`config.mk`:
```
export PLATFORM = sky130hd
export DESIGN_NAME = multi_channel_watchdog_top_flat
export DESIGN_NICKNAME = d
export VERILOG_FILES = /design/src/mcw_pkg.sv /design/src/mcw_if.sv /design/src/mcw_ram.sv /design/src/mcw_slot_eval.sv /design/src/multi_channel_watchdog_top.sv /design/src/flat_wrapper.sv
export VERILOG_INCLUDE_DIRS = /design/src /design/src/src
export SDC_FILE = /design/constraint.sdc
export NUM_CORES = 1
export LEC_CHECK = 0
export ABC_AREA = 1
export BUFFER_PORTS_ARGS = -buffer_cell sky130_fd_sc_hd__buf_2
export CAP_MARGIN = 20
export CORE_MARGIN = 2
export CORE_UTILIZATION = 30
export CTS_CLUSTER_SIZE = 30
export DETAILED_ROUTE_END_ITERATION = 8
export SETUP_SLACK_MARGIN = 0.4
export SLEW_MARGIN = 20
export SYNTH_ARGS = -nofsm -noshare
export SYNTH_HDL_FRONTEND = slang
export SYNTH_SLANG_ARGS = --single-unit
export TNS_END_PERCENT = 30
```
`constraint.sdc`:
```
create_clock -name clk -period 5.8 [get_ports clk]
set_input_delay 1.16 -clock clk [delete_from_list [all_inputs] [get_ports clk]]
set_output_delay 1.16 -clock clk [all_outputs]
set_load 0.02 [all_outputs]
```
`src/multi_channel_watchdog_top_macros.svh`:
```
// ----------------------------------------------------------------------------
// multi_channel_watchdog_top_macros.svh
// assertion macros used by the watchdog top
// ----------------------------------------------------------------------------
`ifndef MULTI_CHANNEL_WATCHDOG_TOP_MACROS_SVH
`define MULTI_CHANNEL_WATCHDOG_TOP_MACROS_SVH

// same-cycle implication, sampled on clk, off during reset
`define MCW_ASSERT_NOW(label, ante, cons, msg) \
  label: assert property (@(posedge clk) disable iff (!rst_n) (ante) |-> (cons)) \
    else $error(msg);

// next-cycle implication, sampled on clk, off during reset
`define MCW_ASSERT_NEXT(label, ante, cons, msg) \
  label: assert property (@(posedge clk) disable iff (!rst_n) (ante) |=> (cons)) \
    else $error(msg);

`endif

```
`src/mcw_pkg.sv`:
```
// ----------------------------------------------------------------------------
// mcw_pkg
// types and constants of the multi-channel watchdog
// ----------------------------------------------------------------------------
package mcw_pkg;

  localparam int TICK_W       = 32;
  localparam int FUNC_W       = 2;
  localparam int SLOT_IDX_W   = 3;
  localparam int NUM_SLOTS_DEF = 8;

  typedef enum logic [FUNC_W-1:0] {
    FN_ADVANCE = 2'd0,
    FN_ARM     = 2'd1,
    FN_DISARM  = 2'd2,
    FN_RELOAD  = 2'd3
  } mcw_func_t;

  typedef enum logic [2:0] {
    ST_IDLE,
    ST_RANK,
    ST_SWEEP,
    ST_TAIL,
    ST_FINISH
  } mcw_state_t;

  // control from the sequencer to the slot evaluator
  typedef struct packed {
    logic arm_go;
    logic disarm_go;
    logic reload_go;
    logic clear_best;
    logic proc_vld;
  } mcw_ctrl_t;

endpackage

```
`src/mcw_if.sv`:
```
// ----------------------------------------------------------------------------
// mcw_if
// valid/ready stream interfaces for the watchdog command and result channels
// ----------------------------------------------------------------------------
interface mcw_in_if;
  logic        valid;
  logic        ready;
  logic [1:0]  func;
  logic [2:0]  slot_index;
  logic [31:0] timeout_value;
  logic [31:0] tick_step;

  modport source (output valid, func, slot_index, timeout_value, tick_step,
                  input ready);
  modport sink   (input valid, func, slot_index, timeout_value, tick_step,
                  output ready);
endinterface

interface mcw_out_if;
  logic       valid;
  logic       ready;
  logic       ok;
  logic       expired_found;
  logic [2:0] expired_slot;

  modport source (output valid, ok, expired_found, expired_slot, input ready);
  modport sink   (input valid, ok, expired_found, expired_slot, output ready);
endinterface

```
`src/mcw_ram.sv`:
```
// ----------------------------------------------------------------------------
// mcw_ram
// generic simple dual-port ram, one write and one registered read port
// ----------------------------------------------------------------------------
module mcw_ram #(
  parameter int WIDTH = 8,
  parameter int DEPTH = 8,
  localparam int AW = (DEPTH > 1) ? $clog2(DEPTH) : 1
) (
  input  logic             clk,
  input  logic             we,
  input  logic [AW-1:0]    wr_addr,
  input  logic [WIDTH-1:0] wr_data,
  input  logic [AW-1:0]    rd_addr,
  output logic [WIDTH-1:0] rd_data
);

  logic [WIDTH-1:0] mem [DEPTH];

  always_ff @(posedge clk) begin
    if (we) begin
      mem[wr_addr] <= wr_data;
    end
    rd_data <= mem[rd_addr];
  end

endmodule

```
`src/mcw_slot_eval.sv`:
```
// ----------------------------------------------------------------------------
// mcw_slot_eval
// per-slot read-modify-write and expiry search during the table sweep
// ----------------------------------------------------------------------------
module mcw_slot_eval #(
  parameter int NUM_SLOTS = 8,
  localparam int SLOT_W  = (NUM_SLOTS > 1) ? $clog2(NUM_SLOTS) : 1,
  localparam int RANK_W  = (NUM_SLOTS > 1) ? $clog2(NUM_SLOTS) : 1,
  localparam int ENTRY_W = 2 * 32 + RANK_W
) (
  input  logic                 clk,
  input  logic                 rst_n,
  input  mcw_pkg::mcw_ctrl_t   ctrl,
  input  logic [SLOT_W-1:0]    proc_idx,
  input  logic [SLOT_W-1:0]    target_idx,
  input  logic [RANK_W-1:0]    disarm_rank,
  input  logic [NUM_SLOTS-1:0] armed,
  input  logic [31:0]          tick_now,
  input  logic [31:0]          timeout_in,
  input  logic [ENTRY_W-1:0]   rd_data,
  output logic                 wr_en,
  output logic [SLOT_W-1:0]    wr_addr,
  output logic [ENTRY_W-1:0]   wr_data,
  output logic                 found,
  output logic [SLOT_W-1:0]    best_idx
);
  import mcw_pkg::*;

  logic [TICK_W-1:0] tmo_old, lr_old, tmo_new, lr_new, age;
  logic [RANK_W-1:0] rk_old, rk_new, best_rank_r;
  logic              is_tgt, slot_on, expired, take;
  logic              found_r;
  logic [SLOT_W-1:0] best_idx_r;

  assign tmo_old = rd_data[ENTRY_W-1 -: TICK_W];
  assign lr_old  = rd_data[RANK_W +: TICK_W];
  assign rk_old  = rd_data[RANK_W-1:0];
  assign is_tgt  = (proc_idx == target_idx);
  assign slot_on = armed[proc_idx];

  always_comb begin
    tmo_new = tmo_old;
    lr_new  = lr_old;
    rk_new  = rk_old;
    if (ctrl.arm_go) begin
      if (is_tgt) begin
        tmo_new = timeout_in;
        lr_new  = tick_now;
        rk_new  = '0;
      end else if (slot_on) begin
        rk_new = rk_old + RANK_W'(1);
      end
    end
    if (ctrl.disarm_go && !is_tgt && slot_on && (rk_old > disarm_rank)) begin
      rk_new = rk_old - RANK_W'(1);
    end
    if (ctrl.reload_go && is_tgt) begin
      lr_new = tick_now;
    end
  end

  // modular age against timeout, then keep the newest armed expired slot
  assign age     = tick_now - lr_new;
  assign expired = slot_on && (age >= tmo_new);
  assign take    = ctrl.proc_vld && expired && (!found_r || (rk_new < best_rank_r));

  assign wr_en   = ctrl.proc_vld;
  assign wr_addr = proc_idx;
  assign wr_data = {tmo_new, lr_new, rk_new};

  always_ff @(posedge clk) begin
    if (!rst_n) begin
      found_r <= 1'b0;
    end else if (ctrl.clear_best) begin
      found_r <= 1'b0;
    end else if (take) begin
      found_r <= 1'b1;
    end
  end

  always_ff @(posedge clk) begin
    if (ctrl.clear_best) begin
      best_idx_r  <= '0;
      best_rank_r <= '0;
    end else if (take) begin
      best_idx_r  <= proc_idx;
      best_rank_r <= rk_new;
    end
  end

  assign found    = found_r;
  assign best_idx = best_idx_r;

endmodule

```
`src/multi_channel_watchdog_top.sv`:
```
// ----------------------------------------------------------------------------
// multi_channel_watchdog_top
// table of watchdog slots on a shared wrapping tick counter
// ----------------------------------------------------------------------------
// usage: commands enter on in_chan (advance, arm, disarm, reload), one
// result per command leaves on out_chan with ok, expired_found and the
// expired slot that was armed most recently.
// timeout, last-reload time and arm rank of each slot live in one ram;
// armed flags and the tick counter are flops.
// every command is one sweep over the ram: a target read for the disarm
// rank, then one read-modify-write per slot with the expiry search folded
// in. the slots are taken one after another through the single read port
// of the slot ram.
// one command is in work at a time; in_chan.ready is high only when idle.
// the result register decouples the sides: a new command is taken while a
// result waits, and a finished sweep holds until the result register is free.
// reset clears the tick counter, the armed flags and the handshakes; ram
// contents need no clearing since a slot entry only counts while armed.
// ----------------------------------------------------------------------------
`include "multi_channel_watchdog_top_macros.svh"

module multi_channel_watchdog_top #(
  parameter int NUM_SLOTS = mcw_pkg::NUM_SLOTS_DEF
) (
  input logic      clk,
  input logic      rst_n,
  mcw_in_if.sink   in_chan,
  mcw_out_if.source out_chan
);
  import mcw_pkg::*;

  localparam int SLOT_W  = (NUM_SLOTS > 1) ? $clog2(NUM_SLOTS) : 1;
  localparam int RANK_W  = (NUM_SLOTS > 1) ? $clog2(NUM_SLOTS) : 1;
  localparam int ENTRY_W = 2 * TICK_W + RANK_W;

  mcw_state_t state_r, state_nxt;

  logic [TICK_W-1:0]    tick_r;
  logic [NUM_SLOTS-1:0] armed_r;
  logic [TICK_W-1:0]    tmo_r;
  logic [SLOT_W-1:0]    tgt_r;
  logic [RANK_W-1:0]    rank_r;
  logic                 arm_go_r, disarm_go_r, reload_go_r, ok_r;
  logic [SLOT_W-1:0]    rd_idx_r;
  logic [SLOT_W-1:0]    proc_idx_r;
  logic                 proc_vld_r;

  logic                 out_valid_r, out_ok_r, out_found_r;
  logic [SLOT_IDX_W-1:0] out_slot_r;

  logic                 xfer, in_range, tgt_armed, arm_ok, disarm_ok, is_rw_cmd;
  logic                 load_out, sweep_last;
  mcw_func_t            func;
  logic [SLOT_W-1:0]    in_tgt;
  logic [SLOT_W-1:0]    rd_addr;
  logic                 ram_we;
  logic [SLOT_W-1:0]    ram_wr_addr;
  logic [ENTRY_W-1:0]   ram_wr_data, ram_rd_data;
  logic                 found;
  logic [SLOT_W-1:0]    best_idx;
  mcw_ctrl_t            ctrl;

  // command decode at the input transfer
  assign func      = mcw_func_t'(in_chan.func);
  assign xfer      = in_chan.valid && in_chan.ready;
  assign in_range  = (32'(in_chan.slot_index) < NUM_SLOTS);
  assign in_tgt    = in_range ? SLOT_W'(in_chan.slot_index) : '0;
  assign tgt_armed = in_range && armed_r[in_tgt];
  assign arm_ok    = (func == FN_ARM) && (in_chan.timeout_value != '0) && in_range
                     && !tgt_armed;
  assign disarm_ok = (func == FN_DISARM) && tgt_armed;
  assign is_rw_cmd = (func == FN_ARM) || (func == FN_DISARM);

  assign sweep_last = (rd_idx_r == SLOT_W'(NUM_SLOTS - 1));
  assign load_out   = (state_r == ST_FINISH) && (!out_valid_r || out_chan.ready);

  // next state
  always_comb begin
    state_nxt = state_r;
    case (state_r)
      ST_IDLE:   if (in_chan.valid) state_nxt = ST_RANK;
      ST_RANK:   state_nxt = ST_SWEEP;
      ST_SWEEP:  if (sweep_last) state_nxt = ST_TAIL;
      ST_TAIL:   state_nxt = ST_FINISH;
      ST_FINISH: if (load_out) state_nxt = ST_IDLE;
      default:   state_nxt = ST_IDLE;
    endcase
  end

  // outputs of the sequencer
  always_comb begin
    in_chan.ready   = 1'b0;
    rd_addr         = '0;
    ctrl.arm_go     = arm_go_r;
    ctrl.disarm_go  = disarm_go_r;
    ctrl.reload_go  = reload_go_r;
    ctrl.clear_best = 1'b0;
    ctrl.proc_vld   = proc_vld_r;
    case (state_r)
      ST_IDLE: begin
        in_chan.ready = 1'b1;
        rd_addr       = in_tgt;
      end
      ST_RANK:  ctrl.clear_best = 1'b1;
      ST_SWEEP: rd_addr = rd_idx_r;
      default: ;
    endcase
  end

  always_ff @(posedge clk) begin
    if (!rst_n) begin
      state_r     <= ST_IDLE;
      tick_r      <= '0;
      armed_r     <= '0;
      proc_vld_r  <= 1'b0;
      out_valid_r <= 1'b0;
    end else begin
      state_r    <= state_nxt;
      proc_vld_r <= (state_r == ST_SWEEP);
      if (xfer) begin
        if (func == FN_ADVANCE) begin
          tick_r <= tick_r + in_chan.tick_step;
        end
        if (arm_ok) begin
          armed_r[in_tgt] <= 1'b1;
        end
        if (disarm_ok) begin
          armed_r[in_tgt] <= 1'b0;
        end
      end
      if (load_out) begin
        out_valid_r <= 1'b1;
      end else if (out_chan.ready) begin
        out_valid_r <= 1'b0;
      end
    end
  end

  always_ff @(posedge clk) begin
    if (xfer) begin
      tmo_r       <= in_chan.timeout_value;
      tgt_r       <= in_tgt;
      arm_go_r    <= arm_ok;
      disarm_go_r <= disarm_ok;
      reload_go_r <= (func == FN_RELOAD) && in_range;
      ok_r        <= !is_rw_cmd || arm_ok || disarm_ok;
    end
    // rank of the target slot, read at the transfer
    if (state_r == ST_RANK) begin
      rank_r   <= ram_rd_data[RANK_W-1:0];
      rd_idx_r <= '0;
    end else if (state_r == ST_SWEEP) begin
      rd_idx_r <= rd_idx_r + SLOT_W'(1);
    end
    proc_idx_r <= rd_idx_r;
    if (load_out) begin
      out_ok_r    <= ok_r;
      out_found_r <= found;
      out_slot_r  <= found ? SLOT_IDX_W'(best_idx) : '0;
    end
  end

  mcw_ram #(
    .WIDTH (ENTRY_W),
    .DEPTH (NUM_SLOTS)
  ) u_slot_ram (
    .clk     (clk),
    .we      (ram_we),
    .wr_addr (ram_wr_addr),
    .wr_data (ram_wr_data),
    .rd_addr (rd_addr),
    .rd_data (ram_rd_data)
  );

  mcw_slot_eval #(
    .NUM_SLOTS (NUM_SLOTS)
  ) u_slot_eval (
    .clk         (clk),
    .rst_n       (rst_n),
    .ctrl        (ctrl),
    .proc_idx    (proc_idx_r),
    .target_idx  (tgt_r),
    .disarm_rank (rank_r),
    .armed       (armed_r),
    .tick_now    (tick_r),
    .timeout_in  (tmo_r),
    .rd_data     (ram_rd_data),
    .wr_en       (ram_we),
    .wr_addr     (ram_wr_addr),
    .wr_data     (ram_wr_data),
    .found       (found),
    .best_idx    (best_idx)
  );

  assign out_chan.valid         = out_valid_r;
  assign out_chan.ok            = out_ok_r;
  assign out_chan.expired_found = out_found_r;
  assign out_chan.expired_slot  = out_slot_r;

  `MCW_ASSERT_NOW(a_sweep_no_rw_clash, ram_we && (state_r == ST_SWEEP), ram_wr_addr != rd_addr, "slot ram read and write hit the same entry")
  `MCW_ASSERT_NOW(a_write_in_sweep, ram_we, (state_r == ST_SWEEP) || (state_r == ST_TAIL), "slot ram written outside the sweep")
  `MCW_ASSERT_NEXT(a_arm_sets_flag, xfer && arm_ok, $countones(armed_r) == $countones($past(armed_r)) + 1, "accepted arm did not add one armed slot")
  `MCW_ASSERT_NEXT(a_finish_holds, (state_r == ST_FINISH) && out_valid_r && !out_chan.ready, state_r == ST_FINISH, "finished sweep left while result register was busy")

endmodule

```
`src/flat_wrapper.sv`:
```
// flat-port wrapper written by rule: the top's interface ports become plain ports
module multi_channel_watchdog_top_flat import mcw_pkg::*;
#(
  parameter int NUM_SLOTS = mcw_pkg::NUM_SLOTS_DEF
)
  (clk, rst_n, in_chan_valid, in_chan_func, in_chan_slot_index, in_chan_timeout_value, in_chan_tick_step, in_chan_ready, out_chan_valid, out_chan_ok, out_chan_expired_found, out_chan_expired_slot, out_chan_ready);
  mcw_in_if in_chan_i ();
  mcw_out_if out_chan_i ();
  input logic clk;
  input logic rst_n;
  input wire logic [$bits(in_chan_i.valid)-1:0] in_chan_valid;
  input wire logic [$bits(in_chan_i.func)-1:0] in_chan_func;
  input wire logic [$bits(in_chan_i.slot_index)-1:0] in_chan_slot_index;
  input wire logic [$bits(in_chan_i.timeout_value)-1:0] in_chan_timeout_value;
  input wire logic [$bits(in_chan_i.tick_step)-1:0] in_chan_tick_step;
  output wire logic [$bits(in_chan_i.ready)-1:0] in_chan_ready;
  output wire logic [$bits(out_chan_i.valid)-1:0] out_chan_valid;
  output wire logic [$bits(out_chan_i.ok)-1:0] out_chan_ok;
  output wire logic [$bits(out_chan_i.expired_found)-1:0] out_chan_expired_found;
  output wire logic [$bits(out_chan_i.expired_slot)-1:0] out_chan_expired_slot;
  input wire logic [$bits(out_chan_i.ready)-1:0] out_chan_ready;
  assign in_chan_i.valid = in_chan_valid;
  assign in_chan_i.func = in_chan_func;
  assign in_chan_i.slot_index = in_chan_slot_index;
  assign in_chan_i.timeout_value = in_chan_timeout_value;
  assign in_chan_i.tick_step = in_chan_tick_step;
  assign in_chan_ready = in_chan_i.ready;
  assign out_chan_valid = out_chan_i.valid;
  assign out_chan_ok = out_chan_i.ok;
  assign out_chan_expired_found = out_chan_i.expired_found;
  assign out_chan_expired_slot = out_chan_i.expired_slot;
  assign out_chan_i.ready = out_chan_ready;
  multi_channel_watchdog_top #(.NUM_SLOTS(NUM_SLOTS)) u_core (.clk(clk), .rst_n(rst_n), .in_chan(in_chan_i), .out_chan(out_chan_i));
endmodule
```
== Yosys cells after proc, flatten, opt, wreduce, memory -nomap -nowiden ==
Memories as Yosys holds them, arrays and structs flattened. A register that Yosys moved wholly into a read port is not among the register bits.
Index checks and enable logic that the tools add are counted.
Operators by class
  order comparisons: 6
  bitwise operators: 4
  multiplexer cells: 30
  divide/modulo/power cells: 0
  add/sub/neg operators: 5
  eq/ne operators: 12
  shift operators: 0
  $mul: 0
  reductions and logical operators: 30
Operators with widths (count)
  2-to-1 mux 32 bit: 5
  adder 32 bit: 1
  >= comparator 32 bit: 1
  2-to-1 mux 8 bit: 4
  nonzero test 32 bit: 1
  subtractor 32 bit: 1
  2-to-1 mux 3 bit: 7
  one-hot mux 3 bit (5 select lines): 1
  logical AND 1 bit: 13
  2-to-1 mux 1 bit: 9
  AND 8 bit: 1
  less-than comparator 3 x 4 -> 1 bit, second input constant: 2
  NOT 8 bit: 1
  bitwise OR 8 bit: 1
  adder 3 x 1 -> 3 bit, second input constant: 2
  binary-select mux 1 bit (select 3 bit): 2
  == test 3 x 2 -> 1 bit, second input constant: 2
  == test 3 bit, second input constant: 2
  one-hot mux 3 bit (2 select lines): 1
  logical NOT 1 bit: 5
  logical OR 1 bit: 5
  == test 2 bit, second input constant: 2
  inequality test 2 x 1 -> 1 bit, second input constant: 2
  demux 1 bit (select 3 bit): 1
  other kinds (15): 15
Word-level totals
  bits in read-only memories: 0
  output and inout bits: 7
  memories: 1
  latch bits: 0
  RAM bits: 536
  flip-flop bits (word level): 105
  bits of input ports: 73
Memory list
  u_core.u_slot_ram.mem: depth 8, bits a word 67, rd ports 1, clocked after Yosys merged registers in 1, write ports 1, line mcw_ram.sv:18  | logic [WIDTH-1:0] mem [DEPTH];

== Longest topological paths before layout ==
Gate-level depths: netlist (run 1).
  word-level depth: 10
  depth in mapped cells: 37

== Hierarchy ==
Synthesis (run 1) repeated with hierarchy kept, for this count alone.
Unflattened totals
  cell total of the unflattened synthesis: 4001
  area total of the unflattened synthesis: 35118.7 µm²
By module, submodules not included
  mcw_ram: cells an instance 2401, sequential area each 17436.7 µm², times used 1, area each 24746.2 µm²
  multi_channel_watchdog_top: cells an instance 864, sequential area each 2432.3 µm², times used 1, area each 6133.4 µm²
  mcw_slot_eval: cells an instance 736, sequential area each 140.1 µm², times used 1, area each 4239.1 µm²

== Worst setup path after synthesis (run 1) ==
OpenSTA, ideal clock, no wires.
  kind: register to register
  start: register u_core.proc_idx_r[0]
  end: register u_core.u_slot_eval.best_idx_r[0], in the netlist u_core.u_slot_eval.best_idx[0]
  cell stages (with the launch flop): 35
  data required time: 5.685 ns
  path slack: 0.943 ns
  library setup time: 0.115 ns
  data arrival time: 4.742 ns
  path through: dfxtp_1 inv_2 nand2_1 nand2_1 nand3_2 nor2_1 inv_1 clkbuf_1 o21ai_0 ha_1 inv_1 fa_1 nand3_1 nand2_1 a21oi_1 o31ai_2 a21oi_1 inv_1 nand4_1 nand2_1 nand2_1 nand2_1 ha_1 nand2_1 nor2_1 nand2_1 nor4_1 nand4_1 nand3_1 nand3_1 inv_1 buf_2 nand3_1 nand2_1 nor2_1
Between the ends
  longest elaborated chain between the ends: 9
  elaborated cells on any way between the ends: 24
  those cells by class: 1 x add/sub; 2 x order compare; 1 x eq/ne; 11 x mux; 9 x reduce/logical
RTL lines
  start, declared: line multi_channel_watchdog_top.sv:45  | logic [SLOT_W-1:0] proc_idx_r;
  start signal, assigned: line multi_channel_watchdog_top.sv:155  | proc_idx_r <= rd_idx_r;
  == test 3 bit (*): line mcw_slot_eval.sv:38  | assign is_tgt = (proc_idx == target_idx);
  2-to-1 mux 32 bit: line mcw_slot_eval.sv:46  | if (is_tgt) begin
  2-to-1 mux 32 bit: line mcw_slot_eval.sv:45  | if (ctrl.arm_go) begin
  2-to-1 mux 32 bit (*): line mcw_slot_eval.sv:57  | if (ctrl.reload_go && is_tgt) begin
  via u_core.ram_wr_data[3]: line multi_channel_watchdog_top.sv:58  | logic [ENTRY_W-1:0] ram_wr_data, ram_rd_data;
  subtractor 32 bit (*): line mcw_slot_eval.sv:63  | assign age = tick_now - lr_new;
  >= comparator 32 bit (*): line mcw_slot_eval.sv:64  | assign expired = slot_on && (age >= tmo_new);
  logical AND 1 bit (*): line mcw_slot_eval.sv:64
  logical AND 1 bit (*) (2 in a row): line mcw_slot_eval.sv:65  | assign take = ctrl.proc_vld && expired && (!found_r || (rk_new < best_rank_r));
  end signal, assigned: line mcw_slot_eval.sv:86  | best_idx_r <= proc_idx;
  end, declared: line mcw_slot_eval.sv:33  | logic [SLOT_W-1:0] best_idx_r;
Mark *: on every way through the listed nets, which the timed path passes. The rest lies on a longest branch. The select of a mux whose other input is x is not followed.
A chain may end at the register's enable or synchronous reset.

== Worst setup path after layout (run 1) ==
  start: register u_core.proc_idx_r[0]
  end: register u_core.u_slot_eval.best_rank_r[0]
Between the ends
  longest elaborated chain between the ends: 9
  elaborated cells on any way between the ends: 24
  those cells by class: 1 x add/sub; 2 x order compare; 1 x eq/ne; 11 x mux; 9 x reduce/logical
RTL lines
  == test 3 bit / binary-select mux 1 bit (select 3 bit) (equally long branches): line mcw_slot_eval.sv:38, mcw_slot_eval.sv:39
  2-to-1 mux 32 bit (tied with other cells): line mcw_slot_eval.sv:46
  2-to-1 mux 32 bit (tied with other cells): line mcw_slot_eval.sv:45
  2-to-1 mux 32 bit (tied with other cells): line mcw_slot_eval.sv:57
  subtractor 32 bit (tied with other cells): line mcw_slot_eval.sv:63
  >= comparator 32 bit / 2-to-1 mux 3 bit (equally long branches): line mcw_slot_eval.sv:64, mcw_slot_eval.sv:54
  logical AND 1 bit / less-than comparator 3 bit (equally long branches): line mcw_slot_eval.sv:64, mcw_slot_eval.sv:65
  logical AND 1 bit / logical OR 1 bit (equally long branches): line mcw_slot_eval.sv:65
  logical AND 1 bit: line mcw_slot_eval.sv:65
  end signal, assigned: line mcw_slot_eval.sv:87  | best_rank_r <= rk_new;
  end, declared: line mcw_slot_eval.sv:30  | logic [RANK_W-1:0] rk_old, rk_new, best_rank_r;
Parallel ways exist; a longest one is shown, timed or not. The select of a mux whose other input is x is not followed.

==> impl_metrics.toml, run 1 <==
[outcome]
status = "finished, final reports clean"

[hold_path]
hp-class = "flip-flop to flip-flop"
hp-start = "u_core.rd_idx_r[2]"

[logic_synthesis]
syn_area_um2 = 31440
synth_edf_count = 583
synth_fp_nets = 3065
synth_top_cell_by_area = "edfxtp_1"
synth_compound_area_share_pct = 14.36
synth_area_leaders = "edfxtp_1 56%, dfxtp_1 8.0%, o21ai_0 6.5%, nor2_1 5.3%, ha_1 4.3%"
synthDistinctLibCells = 51
syn_inst = 2882
synth.most_common_cell = "edfxtp_1"
synth_mux_area_share_pct = 0
synth_seq_area_share_pct = 63.65
avgSynthCellArea_um2 = 10.91
ys_ff_latch = 708
yosys.area_share.xor_xnor_pct = 1.282
synthAdderAreaFrac_pct = 4.426
yosys_most_used_dff = "edfxtp_1"
synth-simple-area-share_pct = 11.74
yosysWarnings = 0
synth_common_cells = "583 x edfxtp_1, 443 x nor2_1, 408 x o21ai_0"
synth_top_area_share_pct = 55.69
synth_top_family_by_area = "compound AO/OA/AOI/OAI gates"
async_reset_ff_share_pct = 0

[floorplanning]
fp.dieH_um = 327.7
core_um2 = 103800
die_w_um = 327.7
rows = 118
io_pins = 80
fp.dieArea_um2 = 107400
initial_utilization_pct = 30.29

[setup_path]
required_ps = 6350
crit_start = "u_core.proc_idx_r[0]"
critPathArrivalTime_ps = 5480
timing.rr.start = "u_core.proc_idx_r[0]"
worstSetupEndpointType = "flip-flop"
max_stage_delay_ps = 490
path_common_cell = "nand2_1"
crit_fanout = 31
start_kind = "flip-flop"
path_class = "flip-flop to flip-flop"
crit_slowest_cell = "fa_1"

[finish]
multi_input_area_um2 = 10110
register_area_um2 = 20010
n_fill_cell = 10243
drive_above_1_share_pct = 10.68
fin_cells = 4388
syn2layout_area_growth_pct = 14.16
nets = 3129

[clock_network]
htreeDepth = 3
cts_root_buf = "clkbuf_16"
cts_inserted_buffers = 74
clkSinkCount = 708
clock_latency_ps = 630
post_cts_buffers = 0
clk_pin_slew_ps = 60
cts_buffer_depth = 3
cts_tree = "built"

[detailed_routing]
wl_per_cell_um = 18.50
drc = 0
drt_wl_total_mm = 81.18
dr.pass1.iters = 5
dr_total_vias = 21537
postRouteAntennaNets = 0
drt-initial-drc-count = 1919
avgViaCountPerCell = 4.908

[placement]
hpwl_mm = 49.94
dp_cells = 4248
port_buffers = 79
place_congestion = 0.9283

[timing]
setup_viol = 0
fmax_mhz = 202.8
tightest_slew_ps = 1208
fin_worst_skew_ps = 32.60
fin_crit_ps = 4931
slew_headroom_pct = 18.60
fin_crit_sh_pct = 85.02
finalMaxSlewViolations = 0
finalHoldViolCount = 0
rsz0062_at_grt = "no"
tns_ps = 0

[global_route]
grt_overflow = 0
grt_max_degree = 202
grtUsageTotal_pct = 14.70
first_global_vias = 20307
grt_pass1_wl_mm = 121.9
antenna_found_initial = 7

[power]
p_per_area_nw_per_um2 = 437.8
power_leakage_nw = 13.23
vdd_ir_drop_max_mv = 0.2587

[job]
drv_cap = 0
==> final timing paths <==
path	to	slack (ps)	cells after the start
max	u_core.u_slot_eval.best_rank_r[0]	870	32
max reg2reg	u_core.u_slot_eval.best_rank_r[0]	870	32
min	u_core.proc_idx_r[2]	360	0
min reg2reg	u_core.proc_idx_r[2]	360	0
==> per-layer routing <==
layer	track usage (%)	vias to the layer above	share of wire, %
met4	5.215	0	3.3
met5	0	-	0
met1	20.00	10481	46
li1	-	10367	-
met3	2.397	136	5.1
met2	23.67	553	46
==> critical path: cells and delay by family (launching register included) <==
kind                     cells  cell delay, ps
buffers and inverters        4             590
AO/OA/AOI/OAI                4             720
AND/OR/NAND/NOR             22            2390
adder cells (fa/ha/maj)      2             770
flip-flops                   1             360
==> power by group <==
part           switching, mW  internal, mW  leakage [nW]
sequential             0.158          6.46          6.29
combinational           3.05          1.34          5.76
clock                   1.96          2.73          1.17
total                   5.17          10.5          13.2
==> layout by cell type (no fill, tap or decap), types with 16 or more instances in the layout <==
cell type	instances
edfxtp_1	583
nor2_1	434
o21ai_0	400
nand2_1	242
inv_1	214
dfxtp_1	125
ha_1	108
a21oi_1	104
o21bai_1	83
buf_2	79
clkbuf_16	75
a31oi_1	71
o22ai_1	69
nand3_1	65
or2_2	64
xor2_1	33
clkbuf_1	25
buf_4	25
nor3_1	17
o21a_1	16
==> repair_timing <==
action | 4_1_cts | 5_1_grt
hold buffers | 0 | 0
resized for setup | 0 | 21
setup endpoints to repair | 0 | 7
==> state kept, by name, summed over array words and instances, names as in the netlist, 8 cells and up <==
| signal | cells |
|---|---|
| u_core.u_slot_ram.mem | 536 |
| u_core.u_slot_ram.rd_data | 67 |
| u_core.tick_r | 32 |
| u_core.armed_r | 8 |
| u_core.tmo_r | 32 |
==> layout make-up <==
| cell class | instances | share of cell area [%] |
|---|---|---|
| multi-input combinational | 1823 | 28.17 |
| tap | 1380 | 4.811 |
| clock inverter | 30 | 1.011 |
| timing repair buffer | 113 | 2.078 |
| antenna | 1 | 0.006972 |
| clock buffer | 107 | 5.759 |
| inverter | 225 | 2.391 |
| timing repair inverter | 1 | 0.02092 |
| sequential | 708 | 55.75 |
==> cells by family (layout without fill, tap and decap cells) <==
| family | Yosys count | after routing |
|---|---|---|
| AO/OA/AOI/OAI | 792 | 792 |
| buffers and inverters | 351 | 476 |
| flip-flops | 708 | 708 |
| AND/OR/NAND/NOR | 875 | 875 |
| adder cells (fa/ha/maj) | 110 | 110 |
| other | 0 | 1 |
| XOR/XNOR | 46 | 46 |
==> per-stage QoR <==
stage	power (mW)	util (%)	area (um^2)	setup slack, ps	hold WS, ps
after floorplan	9.676	-	31440	942.6	354.6
after global placement	11.00	32.17	33390	628.2	373.0
after detailed placement	11.06	32.17	33390	489.3	379.3
after CTS	15.79	34.51	35820	432.2	360.3
after global routing	16.58	34.58	35890	405.0	365.2
final	15.71	34.58	35890	869.0	358.2
Note: power is estimated with default switching activity, not from simulation.
==> run 2: changes to the inputs <==
--- a/config.mk
+++ b/config.mk
@@ -17,5 +17,6 @@
 export SLEW_MARGIN = 20
 export SYNTH_ARGS = -nofsm -noshare
 export SYNTH_HDL_FRONTEND = slang
+export SYNTH_HIERARCHICAL = 1
 export SYNTH_SLANG_ARGS = --single-unit
 export TNS_END_PERCENT = 30
==> constraint.sdc (replaced) <==
create_clock -name clk -period 5.66 [get_ports clk]
set_input_delay 1.132 -clock clk [delete_from_list [all_inputs] [get_ports clk]]
set_output_delay 1.132 -clock clk [all_outputs]
set_load 0.02 [all_outputs]
==> run 2 against run 1 <==
Effect of this change: critical path type unchanged; setup slack lost 120 ps; critical path depth shrank 1; cell area grew 11%; combinational power grew 26%; synthesized cell count grew 39%; largest power group unchanged.
==> impl_metrics.toml, run 2 <==
[setup_path]
crit_fanout = 6
timing.rr.end = "u_core/u_slot_eval/best_idx[2]"
start_kind = "flip-flop"
required_ps = 6180
path_common_cell = "nand2_1"
worstSetupEndpointType = "flip-flop"
crit_slowest_cell = "edfxtp_1"
timing.rr.start = "u_core/tgt_r[2]"
regToRegSetupSlack_ps = 750
r2r_cells = 31
path_class = "flip-flop to flip-flop"
max_stage_delay_ps = 400
critPathArrivalTime_ps = 5430

[logic_synthesis]
synth_seq_area_share_pct = 56.98
synth_area_leaders = "edfxtp_1 50%, nand2_1 14%, inv_1 9.3%, dfxtp_1 7.1%, nand3_1 4.7%"
yosysWarnings = 6
syn_inst = 4001
synth_edf_count = 583
avgSynthCellArea_um2 = 8.777
async_reset_ff_share_pct = 0
synth_top_area_share_pct = 49.85
ys_ff_latch = 708
yosys_most_used_dff = "edfxtp_1"
synth_common_cells = "1,283 x nand2_1, 869 x inv_1, 583 x edfxtp_1"
synthDistinctLibCells = 51
synth_fp_nets = 4184
syn_area_um2 = 35120
synth_top_cell_by_area = "edfxtp_1"
synth.most_common_cell = "nand2_1"

[floorplanning]
fp.dieArea_um2 = 119800
initial_utilization_pct = 30.22
rows = 125
fp.dieH_um = 346.1
io_pins = 80
die_w_um = 346.1
core_um2 = 116200

[timing]
fin_ws_ps = 746.9
tightest_slew_ps = 1115
finalHoldViolCount = 0
setup_viol = 0
slew_headroom_pct = 25.52
finalMaxSlewViolations = 0
fmax_mhz = 203.5
rsz0062_at_grt = "no"
fin_crit_sh_pct = 86.80
fin_worst_skew_ps = 21.53
tns_ps = 0
fin_crit_ps = 4913

[hold_path]
hp-class = "flip-flop to flip-flop"
hp-start = "u_core/rd_idx_r[1]"
min_to = "u_core/proc_idx_r[1]"
worstHoldPathCells = 0

[finish]
drive_above_1_share_pct = 8.456
largest_register_ffs = 536
antenna_cells = 0
mostFrequentLayoutCells = "1,283 x nand2_1, 867 x inv_1, 583 x edfxtp_1, 330 x nand3_1, 122 x dfxtp_1"
fin_cells = 5663
reg_top3 = "u_core/u_slot_ram/mem: 536 flops, u_core/u_slot_ram/rd_data: 67 flops"
final_common_cell = "nand2_1"
nets = 4258
syn2layout_area_growth_pct = 13.53
top_register = "u_core/u_slot_ram/mem"

[detailed_routing]
avgViaCountPerCell = 4.452
drt-initial-drc-count = 1988
dr_total_vias = 25210
drt_wl_total_mm = 89.04
postRouteAntennaNets = 0
drc = 0
dr.pass1.iters = 5
wl_per_cell_um = 15.72

[power]
seq_power_share_pct = 39.7
total_power_mw = 17.53
swShare_pct = 35.06
vdd_ir_drop_max_mv = 0.3354
p_int_mw = 11.39
power_leakage_nw = 18.85
clockPowerShare_pct = 28.7
p_per_area_nw_per_um2 = 439.8
p_comb_share_pct = 31.6
p_sw_mw = 6.148

[placement]
dp_cells = 5515
place_congestion = 0.8736
hpwl_mm = 55.33
dpl_worst_slack_ps = 119.1
port_buffers = 79

[outcome]
status = "finished, final reports clean"

[clock_network]
htreeDepth = 3
clk_pin_slew_ps = 60
clkSinkCount = 708
cts_tree = "built"
clock_latency_ps = 640
cts_buffer_depth = 3
cts_inserted_buffers = 78
cts_root_buf = "clkbuf_16"

[global_route]
antenna_found_initial = 6
first_global_vias = 24040
grt_max_degree = 188
grtUsageTotal_pct = 14.63
grt_overflow = 0
grt_pass1_wl_mm = 137.4

[job]
drv_cap = 0
==> run 2: changes by cell type after synthesis, moves of 47 or more <==
| cell | previous run | this run |
|---|---|---|
| clkbuf_1 | 73 | 26 |
| nor2_1 | 443 | 128 |
| nand2_1 | 242 | 1283 |
| o22ai_1 | 69 | 0 |
| o21ai_0 | 408 | 101 |
| o21bai_1 | 85 | 17 |
| a31oi_1 | 71 | 5 |
| inv_1 | 217 | 869 |
| nand3_1 | 66 | 332 |
==> run 2: final cells by class <==
cell class	count	area (um^2)
clock buffer	103	2160
clock inverter	41	411.6
fill	11756	76340
timing repair inverter	1	7.507
timing repair buffer	124	812.0
sequential	708	20010
multi-input combinational	2285	11250
inverter	877	3306
tap	1524	1907
==> run 2: timing repair <==
action / in CTS / in global routing
pin swaps: 0 / 4
hold buffers: 0 / 0
resized for setup: 3 / 39
setup buffers: 0 / 2
endpoints found under the setup margin: 7 / 7
gates cloned: 0 / 2
==> run 2: layer usage <==
metal / vias up / part of all wire (%) / GRT usage, %
met5: - / 0 / 0
met3: 108 / 4.5 / 1.681
met4: 0 / 1.6 / 3.217
li1: 12670 / - / -
met2: 516 / 46 / 23.90
met1: 11916 / 48 / 20.79
==> run 2: kinds of logic (layout without fill, tap and decap cells) <==
group                      Yosys count  after routing  synth area share (%)
xor gates and xnor gates            48             48                 1.197
and+or+nand+nor                   1848           1848                 21.79
DFF                                708            708                 56.98
AOI/OAI and AO/OA                  278            279                 4.482
adders and majority gates          110            110                 3.962
buffers and inverters             1009           1146                 11.59
==> run 2: power by group through the flow <==
stage / Combinational (mW) / Sequential (mW) / Clock, mW
floorplan: 3.86 / 6.99 / 0
global placement: 5.33 / 7.06 / 0
detailed placement: 5.42 / 7.06 / 0
CTS: 5.47 / 6.96 / 5.14
global route: 6.32 / 7.01 / 5.34
finish: 5.54 / 6.97 / 5.03
==> run 2: per-stage QoR <==
stage | instance area, um^2 | hold WS [ps] | util [%]
after floorplan | 35120 | 364.3 | -
after global placement | 37130 | 381.2 | 31.95
after detailed placement | 37160 | 381.8 | 31.97
after CTS | 39740 | 395.8 | 34.20
after global routing | 39870 | 397.5 | 34.31
final | 39870 | 383.9 | 34.31
==> run 2: worst max path at each step <==
stage / from / end
6_report: u_core/tgt_r[2] / u_core/u_slot_eval/best_idx[2]
5_1_grt: u_core/proc_idx_r[0] / u_core/u_slot_eval/best_rank_r[0]
4_1_cts: u_core/proc_idx_r[1] / u_core/u_slot_eval/best_rank_r[0]
3_5_place_dp: u_core/proc_idx_r[1] / u_core/u_slot_eval/best_rank_r[0]
3_3_place_gp: u_core/proc_idx_r[1] / u_core/u_slot_eval/best_rank_r[0]
2_1_floorplan: u_core/proc_idx_r[0] / u_core/u_slot_eval/best_idx[0]
==> run 2: critical path, delay by kind of cell, from the launching register on <==
kind / cells / cell delay [ps]
AND/OR/NAND/NOR: 17 / 1750
adder cells (fa/ha/maj): 3 / 850
XOR/XNOR: 1 / 150
flip-flops: 1 / 400
AO/OA/AOI/OAI: 6 / 1280
buffers and inverters: 4 / 400
